## config.mk

```make
export PLATFORM = sky130hd
export DESIGN_NAME = trl_cell
export DESIGN_NICKNAME = d
export VERILOG_FILES = /design/src/rtl/trl_pkg.sv /design/src/rtl/trl_cell.sv
export SDC_FILE = /design/constraint.sdc
export NUM_CORES = 1
export LEC_CHECK = 0
export BUFFER_PORTS_ARGS = -buffer_cell sky130_fd_sc_hd__buf_4
export CAP_MARGIN = 10
export CORE_MARGIN = 1
export CORE_UTILIZATION = 45
export DETAILED_ROUTE_END_ITERATION = 6
export MAX_ROUTING_LAYER = met4
export PLACE_DENSITY = 0.8
export SYNTH_ARGS = -nofsm -noshare
export SYNTH_HDL_FRONTEND = slang
export SYNTH_SLANG_ARGS = --single-unit
```

## constraint.sdc

```tcl
create_clock -name clk -period 7.15 [get_ports clk]
set_clock_uncertainty 0.2 [all_clocks]
set_input_delay 1.43 -clock clk [delete_from_list [all_inputs] [get_ports clk]]
set_output_delay 1.43 -clock clk [all_outputs]
set_load 0.02 [all_outputs]
```

## src/rtl/trl_pkg.sv

```systemverilog
package trl_pkg;

  // Fixed field widths
  localparam int RNG_W  = 16;           // range inputs
  localparam int ANC_W  = 16;           // anchor coordinates
  localparam int MIN_W  = 32;           // minimum determinant register
  localparam int SQ_W   = 32;           // square of a range
  localparam int A_W    = 18;           // equation coefficients a1, b1, a2, b2
  localparam int K_W    = 34;           // anchor square sums
  localparam int C_W    = 35;           // right-hand sides c1, c2
  localparam int P_W    = 53;           // c * a and c * b products
  localparam int N_W    = 54;           // numerators nx, ny
  localparam int NM_W   = 54;           // numerator magnitude
  localparam int M_W    = 36;           // a * b products
  localparam int D_W    = 37;           // determinant
  localparam int DM_W   = 37;           // determinant magnitude
  localparam int XW     = 64;           // compare width for shifted divisor
  localparam int ADDR_W = 5;
  localparam int DATA_W = 32;

  // Register indexes
  localparam logic [2:0] REG_AX  = 3'd0;
  localparam logic [2:0] REG_AY  = 3'd1;
  localparam logic [2:0] REG_BX  = 3'd2;
  localparam logic [2:0] REG_BY  = 3'd3;
  localparam logic [2:0] REG_CX  = 3'd4;
  localparam logic [2:0] REG_CY  = 3'd5;
  localparam logic [2:0] REG_MIN = 3'd6;

  // Values derived from the anchor registers
  typedef struct packed {
    logic signed [A_W-1:0] a1;
    logic signed [A_W-1:0] b1;
    logic signed [A_W-1:0] a2;
    logic signed [A_W-1:0] b2;
    logic signed [K_W-1:0] k1;
    logic signed [K_W-1:0] k2;
    logic [DM_W-1:0]       dmag;
    logic                  dneg;
    logic                  ok;
  } cfg_t;

  // Sideband that travels with each transaction through the divider
  typedef struct packed {
    logic neg_x;
    logic neg_y;
    logic ovf_x;
    logic ovf_y;
    logic solved;
  } side_t;

endpackage

```

## src/rtl/trl_cell.sv

```systemverilog
module trl_cell #(
  parameter int COORD_BITS = 16,
  parameter int SHIFT      = 0
) (
  input  logic                        clk,
  input  logic                        rst_n,
  input  logic                        vld_i,
  output logic                        adv_o,
  input  logic                        adv_i,
  input  trl_pkg::side_t              side_i,
  input  logic [trl_pkg::NM_W-1:0]    rx_i,
  input  logic [trl_pkg::NM_W-1:0]    ry_i,
  input  logic [COORD_BITS-1:0]       qx_i,
  input  logic [COORD_BITS-1:0]       qy_i,
  input  logic [trl_pkg::DM_W-1:0]    dmag,
  output logic                        vld_o,
  output trl_pkg::side_t              side_o,
  output logic [trl_pkg::NM_W-1:0]    rx_o,
  output logic [trl_pkg::NM_W-1:0]    ry_o,
  output logic [COORD_BITS-1:0]       qx_o,
  output logic [COORD_BITS-1:0]       qy_o
);

  logic                         vld_r;
  trl_pkg::side_t               side_r;
  logic [trl_pkg::NM_W-1:0]     rx_r, ry_r, rx_nxt, ry_nxt;
  logic [COORD_BITS-1:0]        qx_r, qy_r, qx_nxt, qy_nxt;
  logic [trl_pkg::XW-1:0]       dsh;
  logic                         gex, gey;

  // One restoring step per lane: try subtracting the shifted divisor
  always_comb begin
    dsh    = trl_pkg::XW'(dmag) << SHIFT;
    gex    = trl_pkg::XW'(rx_i) >= dsh;
    gey    = trl_pkg::XW'(ry_i) >= dsh;
    rx_nxt = gex ? trl_pkg::NM_W'(trl_pkg::XW'(rx_i) - dsh) : rx_i;
    ry_nxt = gey ? trl_pkg::NM_W'(trl_pkg::XW'(ry_i) - dsh) : ry_i;
    qx_nxt = qx_i | (gex ? (COORD_BITS'(1) << SHIFT) : '0);
    qy_nxt = qy_i | (gey ? (COORD_BITS'(1) << SHIFT) : '0);
  end

  assign adv_o = !vld_r || adv_i;

  // Advance when this cell is empty or the next cell can take our contents
  always_ff @(posedge clk) begin
    if (!rst_n) begin
      vld_r <= 1'b0;
    end else if (adv_o) begin
      vld_r <= vld_i;
    end
  end

  always_ff @(posedge clk) begin
    if (adv_o && vld_i) begin
      side_r <= side_i;
      rx_r   <= rx_nxt;
      ry_r   <= ry_nxt;
      qx_r   <= qx_nxt;
      qy_r   <= qy_nxt;
    end
  end

  assign vld_o  = vld_r;
  assign side_o = side_r;
  assign rx_o   = rx_r;
  assign ry_o   = ry_r;
  assign qx_o   = qx_r;
  assign qy_o   = qy_r;

endmodule

```

Yosys cells after proc, flatten, opt, wreduce, memory -nomap -nowiden

Index checks and enable logic that the tools add are counted.

Bitwise gates (word level): 2
Multiplexer cells: 4
Reductions and logical operators: 3
$lt $le $gt $ge: 2
Add/sub/neg operators: 2

Operators with widths:

| cell                | count |
|---|---|
| $ge A54 B37 Y1      | 2 |
| $mux W54            | 2 |
| $sub A54 B37 Y54    | 2 |
| $or A16 B1 Y16      | 2 |
| $mux W1             | 2 |
| $logic_and A1 B1 Y1 | 1 |
| $logic_not A1 Y1    | 1 |
| $logic_or A1 B1 Y1  | 1 |

Output and inout bits: 147
Input bits: 186
Register bits after elaboration: 146
Word-level logic and storage cells: 23

Longest topological paths before layout

Depth in word-level cells: 3
Depth in mapped cells: 13
Depth with buffers taken out: 12

Least setup slack after synthesis

Ideal clock, no wire load.

Kind: input to register
From: input port adv_i
To: register qx_r[0] (netlist: qx_o[0]) (enable)
Arrival time: 5.048 ns
Required time: 6.429 ns
Buffers on the path: 0
Stages: 2
Slack: 1.381 ns
Cell sequence: nand2b_1 -> and2_1

Word-level cells in the longest chain between the ends: 2

RTL lines:

| element                | RTL line       | source |
|---|---|---|
| start: declaration     | trl_cell.sv:9  | `input logic adv_i,` |
| $logic_or A1 B1 Y1     | trl_cell.sv:42 | `assign adv_o = !vld_r \|\| adv_i;` |
| $logic_and A1 B1 Y1    | trl_cell.sv:54 | `if (adv_o && vld_i) begin` |
| end signal: assignment | trl_cell.sv:58 | `qx_r <= qx_nxt;` |
| end: declaration       | trl_cell.sv:27 | `logic [COORD_BITS-1:0] qx_r, qy_r, qx_nxt, qy_nxt;` |

No other way between the ends.
A chain may end at the register's enable or synchronous reset.

Worst setup path after layout

From: input port ry_i[0] in the netlist's numbering
To: register ry_r, in the netlist ry_o[49] (data pin)

Word-level cells in the longest chain between the ends: 2
Elaborated cells on any way between the ends: 3
Classes of those cells: add/sub (1); order compare (1); mux (1)

RTL lines:

| element                                                   | RTL line                       | source |
|---|---|---|
| start: declaration                                        | trl_cell.sv:12                 | `input logic [trl_pkg::NM_W-1:0] ry_i,` |
| $sub A54 B37 Y54 / $ge A54 B37 Y1 (equally long branches) | trl_cell.sv:37, trl_cell.sv:35 |  |
| $mux W54 *                                                | trl_cell.sv:37                 | `ry_nxt = gey ? trl_pkg::NM_W'(trl_pkg::XW'(ry_i) - dsh) : ry_i;` |
| named net ry_nxt (one bit)                                | trl_cell.sv:26                 | `logic [trl_pkg::NM_W-1:0] rx_r, ry_r, rx_nxt, ry_nxt;` |
| end signal: assignment                                    | trl_cell.sv:57                 | `ry_r <= ry_nxt;` |
| end: declaration                                          | trl_cell.sv:26                 |  |

The timed path passes the listed nets; every way through them passes the cells marked *.

==> impl_metrics.csv <==
group,metric,value,unit
outcome,outcome,"completed",
cts,cts.clk_slew.worst_paths,60,ps
cts,clk_latency,420,ps
synthesis,syn_area_per_cell,9.23,µm²
synthesis,synthDistinctLibCells,66,
global_route,grt.total_usage,0.283,
setup_path,worst_setup_path_end_kind,"register",
synthesis,synthArstFlopShare,0,
synthesis,synth_edf_count,145,
floorplanning,start_util,0.462,
cts,post_cts_buffers,0,
synthesis,synthesis.nets,1398,
synthesis,synth_top_family_by_area,"simple AND/OR/NAND/NOR gates",
sta,rsz0062_at_grt,"false",
routing,routed_wl,33500,µm
sta,slew_headroom,0.306,
finish,drive_above_1_share,0.259,
floorplanning,die_h,155,µm
placement,post-dp-hpwl,26500,µm
synthesis,yosys.area_share.simple,0.186,
synthesis,synth-main-ff-cell,"edfxtp_1",
setup_path,worstPathRequired,7120,ps
sta,period_share,0.667,
finish,syn_to_final_growth,31.1,%
routing,num_vias,9908,
sta,finalSetupTns,0,ps
routing,via_per_inst,5.69,
pwr,leakage,5.64,nW
placement,place.gp.congestion,0.965,
cts,cts.sinks,146,
setup_path,crit_type,"in2reg",
global_route,grt_pass1_vias,9442,
worst_hold_path,hold_class,"reg2reg",
sta,setup_viol,0,
global_route,grt_pass1_wl,50700,µm
cts,numCtsBuffers,17,
cts,ctsLongestPathBuffers,2,
run,max_cap_violations,0,
cts,cts_root_buffer,"clkbuf_16",
floorplanning,core_area,0.0227,mm²
sta,clock.fmax,210,MHz
pwr,power_density,207,mW/mm²
cts,htree_levels,4,
synthesis,synth_fa_ha_area_frac,0.0921,
global_route,antenna_found_initial,0,
setup_path,critPathMaxFanout,79,
synthesis,synth_compound_area_frac,0.180,
synthesis,synthMuxAreaShare,0.00191,
synthesis,ys_seq_area_frac,0.417,
routing,ant_nets,0,
synthesis,synth-seq-cells,146,
finish,fin_nets,1704,
sta,drv_slew,0,
synthesis,synth.area.top_cells,"edfxtp_1 42%, ha_1 8.8%, nand2_1 5.5%",
floorplanning,pin_count,333,
finish,num_antenna_cells,0,
setup_path,crit_arrival,4740,ps
cts,holdBufCountCts,0,
routing,drtIter0Drc,730,
setup_path,r2r_slack,5260,ps
pwr,irDropWorstVdd,148,µV
synthesis,synth_top_cell_by_area,"edfxtp_1",
synthesis,ys_warn_count,0,
sta,worstMarginPinSlew,1020,ps
floorplanning,fp.dieW,155,µm
global_route,overflow,0,
synthesis,netlist_area,0.0105,mm²
finish,final_util,0.605,
sta,finalHoldViolations,0,
global_route,grt_max_degree,146,
synthesis,synth.top_cell.area_share,0.415,
routing,post-route-drc-count,0,
floorplanning,rows,55,
synthesis,netlist_instances,1136,
cts,cts_resized,0,
synthesis,synth_xor_area_frac,0.0844,
routing,routedWlPerCell,19.3,µm
setup_path,cp-start-kind,"input port",
floorplanning,dieArea,0.0239,mm²
sta,period_minus_slack,4770,ps
cts,cts_tree,"done",
placement,io_buffers,332,
routing,drt-pass1-iter-count,5,
critical path: stages:
cell and delay, ps:
buf_4 80, inv_1 40, ha_1 210, fa_1 400, nor2b_1 170, o221ai_1 150, a211o_1 310, and2_1 160
a31oi_1 460, a211oi_4 110, buf_4 360, and4b_1 520, nand3b_1 140, xnor2_1 170
through the flow:
stage	std cells	cell area (µm²)	setup slack [ps]	power, W	hold WS (ps)
CTS	1740	13700	2430	0.00285	398
detailed placement	1708	13200	1980	0.00196	383
floorplan	1136	10500	1380	0.00162	550
global route	1740	13700	2150	0.00296	411
finish	1740	13700	2380	0.00284	380
global placement	1708	13200	2100	0.00195	355
placed cells by master, fill, tap and decap left out, types with 10 or more instances in the layout:
| master | instances |
|---|---|
| a21o_1 | 23 |
| a21oi_1 | 86 |
| a31oi_1 | 14 |
| buf_4 | 334 |
| clkbuf_16 | 17 |
| edfxtp_1 | 145 |
| ha_1 | 74 |
| inv_1 | 53 |
| nand2_1 | 154 |
| nand2b_1 | 17 |
| nand3_1 | 24 |
| nand4_1 | 29 |
| nor2_1 | 64 |
| nor2b_1 | 14 |
| nor3_1 | 20 |
| nor4_1 | 15 |
| o21ai_0 | 111 |
| o21ai_1 | 12 |
| o21bai_1 | 15 |
| or3_1 | 10 |
| xnor2_1 | 55 |
| xor2_1 | 46 |
report_power, final:
part	switching [W]	internal [W]	leakage (nW)	total, W
clock	0.000376	0.000514	0.263	0.000891
combinational	0.000507	0.000360	3.97	0.000867
sequential	0.0000262	0.00106	1.41	0.00109
total	0.000909	0.00193	5.64	0.00284
final cells by class:
cell class / instances / area [µm²]
well taps: 285 / 357
multi-input cells: 889 / 5720
inverters: 53 / 199
fillers: 1971 / 8960
repair buffers: 335 / 2530
flip-flops and latches: 146 / 4370
clock inverters: 12 / 134
clock buffers: 20 / 437
synth_stat cells (8+ instances only):
cell / count
nand2_1: 154
edfxtp_1: 145
o21ai_0: 111
a21oi_1: 86
ha_1: 74
nor2_1: 64
xnor2_1: 55
inv_1: 53
xor2_1: 46
clkbuf_1: 32
nand4_1: 29
nand3_1: 24
a21o_1: 23
nor3_1: 20
nand2b_1: 17
buf_2: 16
nor4_1: 15
o21bai_1: 15
a31oi_1: 14
nor2b_1: 14
o21ai_1: 12
or3_1: 10
and2_1: 9
o211ai_1: 8
o21a_1: 8
registers in the layout, summed over array words and instances, names as in the netlist:
| name | cells |
|---|---|
| ry_o | 54 |
| qx_o | 16 |
| side_o | 5 |
| qy_o | 16 |
| vld_o | 1 |
| rx_o | 54 |
layer usage:
layer,routed length [µm],GRT usage
met1,13900,0.342
met2,16900,0.489
met3,2050,0.0488
met4,631,0.0684
met5,0,-
final timing paths:
path / from / endpoint / depth (start not counted)
worst min register to register: vld_o / vld_o / 2
worst max-delay path: ry_i[0] / ry_o[49] / 14
worst max register to register: vld_o / ry_o[9] / 3
worst min-delay path: vld_o / vld_o / 2
cells by family (layout without fill, tap and decap cells):
group,after synthesis,count (layout)
adder cells (fa/ha/maj),76,76
XOR/XNOR,101,101
buffers and inverters,101,420
flip-flops,146,146
AO/OA/AOI/OAI,317,317
multiplexers,2,2
AND/OR/NAND/NOR,393,393
(Power assumes the default switching activity.)
